### src/rtl/msf_pkg.sv
`default_nettype none

package msf_pkg;

    localparam int unsigned DataW = 32;

    typedef enum logic [3:0] {
        MODE_EQ,
        MODE_NE,
        MODE_GT,
        MODE_GE,
        MODE_LT,
        MODE_LE,
        MODE_INC_BY,
        MODE_DEC_BY,
        MODE_CHG_BY,
        MODE_EQ_LAST,
        MODE_NE_LAST,
        MODE_GT_LAST,
        MODE_GE_LAST,
        MODE_LT_LAST,
        MODE_LE_LAST,
        MODE_ANY
    } mode_t;

    typedef enum logic [1:0] {
        REG_MODE,
        REG_VALUE,
        REG_SIGNED,
        REG_SIZE
    } reg_idx_t;

    // code 3 is not named: it reads as a word access
    typedef enum logic [1:0] {
        SIZE_BYTE,
        SIZE_HALF,
        SIZE_WORD
    } size_t;

    typedef struct packed {
        mode_t            mode;
        logic [DataW-1:0] value;
        logic             sgn_mode;
        logic [1:0]       size;
    } cfg_t;

    typedef struct packed {
        logic [DataW-1:0] widened;
        logic             keep;
        logic             changed;
    } res_t;

endpackage

`default_nettype wire

### src/rtl/msf_cfg_regs.sv
`default_nettype none

module msf_cfg_regs
    import msf_pkg::*;
(
    input  wire logic             clk,
    input  wire logic             rst_n,
    input  wire logic             cfg_valid,
    output logic                  cfg_ready,
    input  wire logic [1:0]       cfg_index,
    input  wire logic [DataW-1:0] cfg_data,
    output cfg_t                  cfg
);

    cfg_t cfg_reg;
    cfg_t cfg_next;

    assign cfg_ready = 1'b1;
    assign cfg      = cfg_reg;

    always_comb
    begin
        cfg_next = cfg_reg;
        if (cfg_valid && cfg_ready)
        begin
            unique case (reg_idx_t'(cfg_index))
                REG_MODE:   cfg_next.mode     = mode_t'(cfg_data[3:0]);
                REG_VALUE:  cfg_next.value    = cfg_data;
                REG_SIGNED: cfg_next.sgn_mode = cfg_data[0];
                REG_SIZE:   cfg_next.size     = cfg_data[1:0];
            endcase
        end
    end

    always_ff @(posedge clk or negedge rst_n)
    begin
        if (!rst_n)
        begin
            cfg_reg <= '0;
        end
        else
        begin
            cfg_reg <= cfg_next;
        end
    end

endmodule

`default_nettype wire

### src/rtl/msf_eval.sv
`default_nettype none

module msf_eval
    import msf_pkg::*;
(
    input  wire cfg_t             cfg,
    input  wire logic [DataW-1:0] raw,
    input  wire logic [DataW-1:0] ref_in,
    input  wire logic             first,
    output res_t                  res
);

    logic [DataW-1:0] v;
    logic [DataW-1:0] r;
    logic [DataW-1:0] c;
    logic [DataW-1:0] v_minus_r;
    logic [DataW-1:0] r_minus_v;
    logic [DataW-1:0] abs_diff;
    logic             sign_bit;
    logic             v_gt_c;
    logic             c_gt_v;
    logic             v_gt_r;
    logic             r_gt_v;
    logic             r_gt_v_uns;
    logic             keep;

    // flipping the sign bit turns a signed order into an unsigned one
    function automatic logic greater(input logic [DataW-1:0] a, input logic [DataW-1:0] b,
                                     input logic sgn);
        logic [DataW-1:0] fa;
        logic [DataW-1:0] fb;
        fa = a;
        fb = b;
        fa[DataW-1] = a[DataW-1] ^ sgn;
        fb[DataW-1] = b[DataW-1] ^ sgn;
        return fa > fb;
    endfunction

    always_comb
    begin
        unique case (cfg.size)
            SIZE_BYTE:
            begin
                sign_bit = cfg.sgn_mode & raw[7];
                v = {{(DataW-8){sign_bit}}, raw[7:0]};
            end
            SIZE_HALF:
            begin
                sign_bit = cfg.sgn_mode & raw[15];
                v = {{(DataW-16){sign_bit}}, raw[15:0]};
            end
            default:
            begin
                sign_bit = 1'b0;
                v = raw;
            end
        endcase
    end

    assign r = first ? v : ref_in;
    assign c = cfg.value;

    assign v_minus_r  = v - r;
    assign r_minus_v  = r - v;
    assign r_gt_v_uns = r > v;

    always_comb
    begin
        if (cfg.sgn_mode)
        begin
            // most negative difference wraps back onto itself
            abs_diff = r_minus_v[DataW-1] ? v_minus_r : r_minus_v;
        end
        else
        begin
            abs_diff = r_gt_v_uns ? r_minus_v : v_minus_r;
        end
    end

    assign v_gt_c = greater(v, c, cfg.sgn_mode);
    assign c_gt_v = greater(c, v, cfg.sgn_mode);
    assign v_gt_r = greater(v, r, cfg.sgn_mode);
    assign r_gt_v = greater(r, v, cfg.sgn_mode);

    always_comb
    begin
        unique case (cfg.mode)
            MODE_EQ:      keep = (v == c);
            MODE_NE:      keep = (v != c);
            MODE_GT:      keep = v_gt_c;
            MODE_GE:      keep = !c_gt_v;
            MODE_LT:      keep = c_gt_v;
            MODE_LE:      keep = !v_gt_c;
            MODE_INC_BY:  keep = (v_minus_r == c);
            MODE_DEC_BY:  keep = (r_minus_v == c);
            MODE_CHG_BY:  keep = (abs_diff == c);
            MODE_EQ_LAST: keep = (v == r);
            MODE_NE_LAST: keep = (v != r);
            MODE_GT_LAST: keep = v_gt_r;
            MODE_GE_LAST: keep = !r_gt_v;
            MODE_LT_LAST: keep = r_gt_v;
            MODE_LE_LAST: keep = !v_gt_r;
            MODE_ANY:     keep = 1'b1;
        endcase
    end

    assign res.widened = v;
    assign res.keep    = keep;
    assign res.changed = (v != r);

endmodule

`default_nettype wire

### src/rtl/memory_scan_filter_top.sv
// Path: an accepted input beat passes the input register and then the result
// register. Throughput: one candidate per cycle while out_stall is low; input
// register, one level of compare logic, result register.
// Reset (rst_n, async, active low): pipeline empty, all config registers zero.
// Config writes are taken every cycle (cfg_ready is held high).
`default_nettype none

module memory_scan_filter_top
    import msf_pkg::*;
(
    input  wire logic             clk,
    input  wire logic             rst_n,

    input  wire logic             cfg_valid,
    output logic                  cfg_ready,
    input  wire logic [1:0]       cfg_index,
    input  wire logic [DataW-1:0] cfg_data,

    input  wire logic             in_valid,
    output logic                  in_stall,
    input  wire logic [DataW-1:0] cand_address,
    input  wire logic [DataW-1:0] raw_data,
    input  wire logic [DataW-1:0] reference_value,
    input  wire logic             first_pass,

    output logic                  out_valid,
    input  wire logic             out_stall,
    output logic [DataW-1:0]      out_address,
    output logic [DataW-1:0]      widened_value,
    output logic                  keep,
    output logic                  changed_flag
);

    cfg_t cfg;
    res_t res;

    logic             s1_valid_reg;
    logic             s1_valid_next;
    logic [DataW-1:0] s1_addr_reg;
    logic [DataW-1:0] s1_raw_reg;
    logic [DataW-1:0] s1_ref_reg;
    logic             s1_first_reg;

    logic             out_valid_reg;
    logic             out_valid_next;
    logic [DataW-1:0] out_addr_reg;
    res_t             out_res_reg;

    logic             out_load;
    logic             s1_load;

    msf_cfg_regs u_cfg (
        .clk       (clk),
        .rst_n     (rst_n),
        .cfg_valid (cfg_valid),
        .cfg_ready (cfg_ready),
        .cfg_index (cfg_index),
        .cfg_data  (cfg_data),
        .cfg       (cfg)
    );

    msf_eval u_eval (
        .cfg    (cfg),
        .raw    (s1_raw_reg),
        .ref_in (s1_ref_reg),
        .first  (s1_first_reg),
        .res    (res)
    );

    // result stage frees up when empty or when its beat leaves this cycle
    assign out_load = !out_valid_reg || !out_stall;
    assign s1_load  = !s1_valid_reg || out_load;
    assign in_stall = !s1_load;

    always_comb
    begin
        s1_valid_next  = s1_valid_reg;
        out_valid_next = out_valid_reg;
        if (out_load)
        begin
            out_valid_next = s1_valid_reg;
        end
        if (s1_load)
        begin
            s1_valid_next = in_valid;
        end
    end

    always_ff @(posedge clk or negedge rst_n)
    begin
        if (!rst_n)
        begin
            s1_valid_reg  <= 1'b0;
            out_valid_reg <= 1'b0;
        end
        else
        begin
            s1_valid_reg  <= s1_valid_next;
            out_valid_reg <= out_valid_next;
        end
    end

    always_ff @(posedge clk)
    begin
        if (s1_load && in_valid)
        begin
            s1_addr_reg  <= cand_address;
            s1_raw_reg   <= raw_data;
            s1_ref_reg   <= reference_value;
            s1_first_reg <= first_pass;
        end
        if (out_load && s1_valid_reg)
        begin
            out_addr_reg <= s1_addr_reg;
            out_res_reg  <= res;
        end
    end

    assign out_valid     = out_valid_reg;
    assign out_address   = out_addr_reg;
    assign widened_value = out_res_reg.widened;
    assign keep          = out_res_reg.keep;
    assign changed_flag  = out_res_reg.changed;

    a_stall_only_when_full: assert property (@(posedge clk) disable iff (!rst_n)
        in_stall |-> (s1_valid_reg && out_valid_reg && out_stall))
        else $error("input stalled with room in the pipeline");

    a_accept_fills_s1: assert property (@(posedge clk) disable iff (!rst_n)
        (in_valid && !in_stall) |=> s1_valid_reg)
        else $error("accepted beat lost at input register");

    a_any_keeps: assert property (@(posedge clk) disable iff (!rst_n)
        (out_valid && cfg.mode == MODE_ANY) |-> keep)
        else $error("any mode dropped a candidate");

    a_eq_last_unchanged: assert property (@(posedge clk) disable iff (!rst_n)
        (out_valid && cfg.mode == MODE_EQ_LAST) |-> (keep == !changed_flag))
        else $error("equal-to-last disagrees with changed flag");

endmodule

`default_nettype wire
### config.mk
export PLATFORM = sky130hd
export DESIGN_NAME = memory_scan_filter_top
export DESIGN_NICKNAME = d
export VERILOG_FILES = /design/src/rtl/msf_pkg.sv /design/src/rtl/msf_cfg_regs.sv /design/src/rtl/msf_eval.sv /design/src/rtl/memory_scan_filter_top.sv
export SDC_FILE = /design/constraint.sdc
export NUM_CORES = 1
export LEC_CHECK = 0
export BUFFER_PORTS_ARGS = -buffer_cell sky130_fd_sc_hd__buf_2
export CORE_MARGIN = 2
export CORE_UTILIZATION = 53
export CTS_BUF_LIST = sky130_fd_sc_hd__clkbuf_16
export CTS_CLUSTER_DIAMETER = 50
export CTS_CLUSTER_SIZE = 30
export DETAILED_ROUTE_END_ITERATION = 12
export GPL_TIMING_DRIVEN = 0
export PLACE_DENSITY = 0.78
export REMOVE_ABC_BUFFERS = 1
export SETUP_SLACK_MARGIN = 0.4
export SLEW_MARGIN = 30
export SYNTH_ARGS = -nofsm -noshare
export SYNTH_HDL_FRONTEND = slang
export SYNTH_SLANG_ARGS = --single-unit
export TNS_END_PERCENT = 100
### constraint.sdc
create_clock -name clk -period 5.51 [get_ports clk]
set_input_delay 1.102 -clock clk [delete_from_list [all_inputs] [get_ports clk]]
set_output_delay 1.102 -clock clk [all_outputs]
set_load 0.02 [all_outputs]
-- After elaboration in Yosys (flattened, before gate mapping)
Index checks and enable logic that the tools add are counted.
- multipliers: 0
- order comparisons: 5
- divide/modulo/power cells: 0
- shift-type cells: 0
- add/subtract/negate cells: 2
- eq/ne operators: 26
- reduce and logical (&&, ||, !) cells: 19
- muxes and demuxes: 6
- bitwise gates (word level): 5
- operators with widths (operator ; count):
    32-bit == test ; 5
    32-bit greater-than comparator ; 5
    32-bit 2-to-1 mux ; 4
    32-bit inequality test ; 2
    32-bit one-hot mux with 2 select lines ; 1
    32-bit subtractor ; 2
    4-bit == test, second input constant ; 8
    4-bit by 3-bit == test with 1-bit output, second input constant ; 4
    1-bit one-hot mux with 16 select lines ; 1
    4-bit by 2-bit == test with 1-bit output, second input constant ; 2
    1-bit logical NOT ; 8
    2-bit AND reduction ; 4
    2-bit by 1-bit == test with 1-bit output, second input constant ; 2
    2-bit == test, second input constant ; 2
    4-bit by 1-bit == test with 1-bit output, second input constant ; 1
    2-bit logical NOT ; 2
    4-bit logical NOT ; 1
    1-bit bitwise XOR ; 3
    1-bit AND ; 2
    1-bit logical AND ; 2
    1-bit logical OR ; 2
- bits in latches: 0
- memories: 0
- RAM bits: 0
- logic and storage cells: 77
- register bits after elaboration: 204
- output and inout bits: 69
- ROM bits: 0

-- Logic depth before layout (Yosys ltp)
- depth in word-level cells: 8
- gate-level depth with buffers: 24

-- By module
From an unflattened synthesis, not the netlist that was laid out.
- cell total of the unflattened synthesis: 1418
- area total of the unflattened synthesis: 14111.0 um^2
- by module, submodules not included (module ; sequential area each (um^2) ; area an instance (um^2) ; cells each ; times used):
    msf_eval ; 0.0 ; 7629.8 ; 1160 ; 1
    memory_scan_filter_top ; 4944.7 ; 4987.3 ; 171 ; 1
    msf_cfg_regs ; 975.9 ; 1493.9 ; 87 ; 1

-- Worst setup path before layout
Ideal clock, no wire load.
- path type: input to register
- from: input out_stall
- to: register out_res_reg, in the netlist changed_flag (enable)
- setup time: 0.590 ns
- cell stages on the path: 1
- buffers on the path: 0
- arrival: 5.914 ns
- slack: -0.994 ns
- cell sequence: a21boi_0
- cells in the longest elaborated chain, start to end: 3
- RTL lines (what ; RTL line ; text):
    start, declared ; memory_scan_filter_top.sv:27 ; input wire logic out_stall,
    1-bit logical NOT ; memory_scan_filter_top.sv:71 ; assign out_load = !out_valid_reg || !out_stall;
    1-bit logical OR ; memory_scan_filter_top.sv:71 ;
    1-bit logical AND ; memory_scan_filter_top.sv:112 ; if (out_load && s1_valid_reg)
    end signal, assigned ; memory_scan_filter_top.sv:115 ; out_res_reg <= res;
    end, declared ; memory_scan_filter_top.sv:47 ; res_t out_res_reg;
Every way passes these cells.
A chain may end at the register's enable or synchronous reset.

==> impl_metrics.prom <==
# TYPE chip_impl_metric gauge
chip_impl_info{name="crit_chain",value="mux2i_4, o21ai_4, buf_8, o21a_4, mux2_2, inv_1, ha_4, buf_4, a21o_1, a221oi_2, o21ai_2, nor4bb_4, buf_4, a31oi_4, buf_6, a31oi_4, buf_6, o221ai_4, xor2_2, a221o_1, nor4_2, nand4_1, o311ai_4"} 1
chip_impl_metric{name="synthCells",unit=""} 1399
chip_impl_metric{name="worst-endpoint-arrival",unit="ns"} 6.01
chip_impl_metric{name="setup_ws",unit="ns"} -0.1430
chip_impl_metric{name="io_pins",unit=""} 205
chip_impl_metric{name="core_region",unit="sq mm"} 0.02598
chip_impl_metric{name="final.setup_skew",unit="ns"} 0.05347
chip_impl_metric{name="drv_cap",unit=""} 0
chip_impl_metric{name="ff2ff_path_depth",unit=""} 23
chip_impl_info{name="layout.cells.most_common",value="sky130_fd_sc_hd__buf_2"} 1
chip_impl_metric{name="antenna_left",unit=""} 0
chip_impl_metric{name="port_buffer_cells",unit=""} 203
chip_impl_info{name="timing.rr.end",value="keep"} 1
chip_impl_info{name="timing.critical_path.max_delay_family",value="compound AO/OA/AOI/OAI gates"} 1
chip_impl_metric{name="finalSetupViolCount",unit=""} 1
chip_impl_metric{name="worst_hold_path.num_cells",unit=""} 0
chip_impl_metric{name="layout.filler_cells",unit=""} 2031
chip_impl_metric{name="initial_utilization",unit=""} 0.5397
chip_impl_metric{name="wire_length_of_the_first_global_routing_pass",unit="um"} 74510
chip_impl_info{name="status",value="finished with violations"} 1
chip_impl_metric{name="first_global_vias",unit=""} 12850
chip_impl_metric{name="tritoncts_num_sinks",unit=""} 204
chip_impl_metric{name="yosys_warning_count",unit=""} 0
chip_impl_metric{name="net_total_in_the_final_layout",unit=""} 1897
chip_impl_info{name="timing.hold.worst_endpoint",value="out_address[9]"} 1
chip_impl_metric{name="ys_async_sr_fraction",unit=""} 0.2010
chip_impl_metric{name="area_of_placed_instances",unit="sq mm"} 0.01544
chip_impl_metric{name="final_min_period_over_clock_period",unit=""} 1.026
chip_impl_info{name="critPathLaunchType",value="flop"} 1
chip_impl_metric{name="synth_area",unit="sq mm"} 0.01402
chip_impl_metric{name="worst-slew-pin-transition",unit="ns"} 1.009
chip_impl_metric{name="hold_violations",unit=""} 0
chip_impl_metric{name="routed-via-count",unit=""} 13110
chip_impl_metric{name="postRouteWirelength",unit="um"} 49200
chip_impl_metric{name="worst-path-max-fanout",unit=""} 7
chip_impl_info{name="hold_path.class",value="flop to flop"} 1
chip_impl_info{name="unrepaired_setup_endpoints_after_global_routing",value="yes"} 1
chip_impl_metric{name="detailedPlacementHpwl",unit="um"} 34720
chip_impl_metric{name="chipHeight",unit="um"} 166.7
chip_impl_metric{name="synth-seq-cells",unit=""} 204
chip_impl_metric{name="critical_path_buf_inv_count",unit=""} 6
chip_impl_metric{name="layout-area-overhead-vs-synth",unit="%"} 26.60
chip_impl_metric{name="grt_max_degree",unit=""} 52
chip_impl_metric{name="fin_area",unit="sq mm"} 0.01775
chip_impl_metric{name="avgSynthCellArea",unit="sq um"} 10.02
chip_impl_info{name="tritoncts",value="yes"} 1
chip_impl_metric{name="die_area",unit="sq mm"} 0.02778
chip_impl_info{name="most-common-layout-cells",value="sky130_fd_sc_hd__buf_2, sky130_fd_sc_hd__edfxtp_1, sky130_fd_sc_hd__a21oi_1, sky130_fd_sc_hd__inv_1, sky130_fd_sc_hd__buf_4"} 1
chip_impl_metric{name="antenna_found_initial",unit=""} 0
chip_impl_metric{name="grtUsageTotal",unit=""} 0.3452
chip_impl_metric{name="r2r_setup_slack",unit="ns"} -0.14
chip_impl_metric{name="cts-root-to-sink-buffers",unit=""} 3
chip_impl_metric{name="pwr_density_cell",unit="mW/mm^2"} 422.7
chip_impl_metric{name="dieWidth",unit="um"} 166.7
chip_impl_metric{name="required",unit="ns"} 5.87
chip_impl_metric{name="synth_sequential_area_ratio",unit=""} 0.4222
chip_impl_info{name="worstReg2RegStart",value="u_cfg.cfg[0]"} 1
chip_impl_metric{name="ir_drop",unit="mV"} 0.3579
chip_impl_metric{name="drt_drc_violations_left",unit=""} 0
chip_impl_info{name="ys_dominant_reg_cell",value="sky130_fd_sc_hd__edfxtp_1"} 1
chip_impl_info{name="path_class",value="flop to flop"} 1
chip_impl_metric{name="row_count",unit=""} 59
chip_impl_metric{name="setup-tns-final",unit="ns"} -0.1430
chip_impl_metric{name="clk_pin_slew",unit="ns"} 0.08
chip_impl_metric{name="first_pass_iters",unit=""} 6
chip_impl_metric{name="worst_slew_margin_rel",unit=""} 0.3226
chip_impl_metric{name="worst_path_largest_cell_delay",unit="ns"} 0.56
chip_impl_metric{name="slew_violations",unit=""} 0
chip_impl_info{name="cp_slowest_cell",value="sky130_fd_sc_hd__dfrtp_4"} 1
chip_impl_info{name="hold_path.startpoint",value="s1_addr_reg[9]"} 1
chip_impl_metric{name="num_antenna_cells",unit=""} 0
chip_impl_metric{name="drt_iter0_drc",unit=""} 1590
chip_impl_metric{name="hold_slack",unit="ns"} 0.4072
chip_impl_metric{name="count_of_flip_flops_with_a_built_in_enable_after_synthesis",unit=""} 163
chip_impl_info{name="failed_checks",value="negative setup slack"} 1
chip_impl_metric{name="hold_buffers",unit=""} 0
chip_impl_metric{name="htree_levels",unit=""} 1
chip_impl_metric{name="leakagePower",unit="nW"} 7.414
chip_impl_metric{name="max_ffs_per_register",unit=""} 39
chip_impl_metric{name="fin_crit",unit="ns"} 5.653
chip_impl_info{name="cts.root.buffer_cell",value="sky130_fd_sc_hd__clkbuf_16"} 1
chip_impl_metric{name="final_cell_count_no_fill",unit=""} 2018
chip_impl_metric{name="clock_insertion_delay_worst_skew",unit="ns"} 0.57
chip_impl_metric{name="drt-vias-per-instance",unit=""} 6.498
chip_impl_metric{name="fmax",unit="MHz"} 176.9
chip_impl_metric{name="gp_routability_congestion",unit=""} 0.9813
chip_impl_info{name="critPathCaptureType",value="flop"} 1
chip_impl_metric{name="post_drt_wl_per_cell",unit="um"} 24.38
chip_impl_metric{name="grt-ovfl-total",unit=""} 0
chip_impl_metric{name="number_of_buffers_added_by_the_clock_tree_synthesis_step",unit=""} 22
chip_impl_metric{name="final_layout_size_suffix_gt1_frac",unit=""} 0.3262
chip_impl_metric{name="cell_variety_after_synth",unit=""} 97
chip_impl_metric{name="dp_cells",unit=""} 1878
-- where the power goes --
group / internal [mW] / switching (mW)
Combinational: 1.58 / 2.37
Clock: 0.832 / 0.714
Sequential: 1.85 / 0.161
-- metal layers --
layer  wire (um)  share of wire  global-route usage  vias to the layer above
met5           0              0                   0                        -
met4        2180          0.044              0.1391                        0
met3        5254           0.11             0.08009                      140
met2       21540           0.44              0.5252                      758
met1       20230           0.41              0.4791                     6384
li1            -              -                   -                     5831
-- logic make-up after synthesis --
| kind of cell | count (synthesis) | share of synthesized area |
|---|---|---|
| flip-flops | 204 | 0.4222 |
| buffers and inverters | 169 | 0.04711 |
| other | 1 | 0.0002674 |
| AND/OR/NAND/NOR | 357 | 0.1304 |
| adder cells (fa/ha/maj) | 94 | 0.08494 |
| XOR/XNOR | 57 | 0.03560 |
| AO/OA/AOI/OAI | 426 | 0.2091 |
| multiplexers | 91 | 0.07031 |
-- worst reg2reg max path: cells and delay by family, from the launching register on --
family          cells  cell delay, ns
compound gates     10            2.21
buf+inv             6            0.98
simple gates        3            0.84
flops               1            0.56
mux                 2            0.40
fa+ha+maj           1            0.27
xor+xnor            1            0.19
-- cell type report --
| type | count | area (sq um) | share of cell area |
|---|---|---|---|
| multi-input cells | 1026 | 8225 | 0.4633 |
| flip-flops and latches | 204 | 5933 | 0.3342 |
| repair buffers | 316 | 2027 | 0.1142 |
| clock buffers | 22 | 550.5 | 0.03101 |
| well taps | 335 | 419.2 | 0.02361 |
| inverters | 97 | 372.9 | 0.02100 |
| clock inverters | 18 | 225.2 | 0.01269 |
-- Yosys cell counts, types with 6 or more instances --
master / n / area, sq um
sky130_fd_sc_hd__edfxtp_1: 163 / 4895
sky130_fd_sc_hd__a21oi_1: 107 / 535.5
sky130_fd_sc_hd__inv_1: 96 / 360.4
sky130_fd_sc_hd__ha_1: 92 / 1151
sky130_fd_sc_hd__nand2_1: 86 / 322.8
sky130_fd_sc_hd__nor2_1: 80 / 300.3
sky130_fd_sc_hd__o21ai_0: 68 / 340.3
sky130_fd_sc_hd__mux2_2: 60 / 675.7
sky130_fd_sc_hd__clkbuf_1: 54 / 202.7
sky130_fd_sc_hd__dfrtp_1: 41 / 1026
sky130_fd_sc_hd__xnor2_1: 39 / 341.6
sky130_fd_sc_hd__a21o_1: 38 / 285.3
sky130_fd_sc_hd__nand3_1: 36 / 180.2
sky130_fd_sc_hd__mux2i_1: 31 / 310.3
sky130_fd_sc_hd__o21a_1: 29 / 217.7
sky130_fd_sc_hd__nand4_1: 27 / 168.9
sky130_fd_sc_hd__nor3_1: 26 / 130.1
sky130_fd_sc_hd__a31oi_1: 23 / 143.9
sky130_fd_sc_hd__xor2_1: 18 / 157.7
sky130_fd_sc_hd__o22ai_1: 16 / 100.1
sky130_fd_sc_hd__nor4_1: 13 / 81.33
sky130_fd_sc_hd__o211ai_1: 13 / 97.59
sky130_fd_sc_hd__o221ai_1: 12 / 105.1
sky130_fd_sc_hd__and2_1: 11 / 68.82
sky130_fd_sc_hd__and3_1: 11 / 68.82
sky130_fd_sc_hd__o21bai_1: 11 / 82.58
sky130_fd_sc_hd__o2111ai_1: 10 / 87.58
sky130_fd_sc_hd__a211oi_1: 9 / 67.56
sky130_fd_sc_hd__a221oi_1: 9 / 78.83
sky130_fd_sc_hd__nand2b_1: 9 / 56.30
sky130_fd_sc_hd__nor2b_1: 9 / 56.30
sky130_fd_sc_hd__and4_1: 8 / 70.07
sky130_fd_sc_hd__buf_2: 8 / 40.04
sky130_fd_sc_hd__or2_2: 7 / 43.79
sky130_fd_sc_hd__or3_1: 7 / 43.79
sky130_fd_sc_hd__a311oi_1: 6 / 52.55
sky130_fd_sc_hd__buf_1: 6 / 22.52
-- worst max-delay path by stage --
| stage | from | to | slack, ns | depth (start not counted) |
|---|---|---|---|---|
| floorplan | out_stall | changed_flag | -0.99 | 1 |
| global placement | u_cfg.cfg[2] | keep | -4.02 | 19 |
| detailed placement | u_cfg.cfg[1] | keep | -2.87 | 20 |
| CTS | u_cfg.cfg[0] | keep | 0.05 | 22 |
| global route | u_cfg.cfg[0] | keep | -0.21 | 21 |
| finish | u_cfg.cfg[0] | keep | -0.14 | 23 |
-- per-stage QoR --
| stage | utilization | total power [mW] | setup slack [ns] |
|---|---|---|---|
| after CTS | 0.6810 | 7.334 | 0.04635 |
| after floorplan | - | 4.109 | -0.9942 |
| after detailed placement | 0.5942 | 5.122 | -2.869 |
| after global placement | 0.5835 | 5.047 | -4.022 |
| after global routing | 0.6832 | 7.810 | -0.2142 |
| final | 0.6832 | 7.504 | -0.1430 |
-- timing repair --
| item | CTS | global route |
|---|---|---|
| setup buffers | 97 | 2 |
| gates resized for setup | 156 | 10 |
| gates cloned | 1 | 0 |
| pin swaps | 46 | 7 |
| endpoints found under the setup margin | 2 | 1 |
Power figures use the tool's default switching activity.
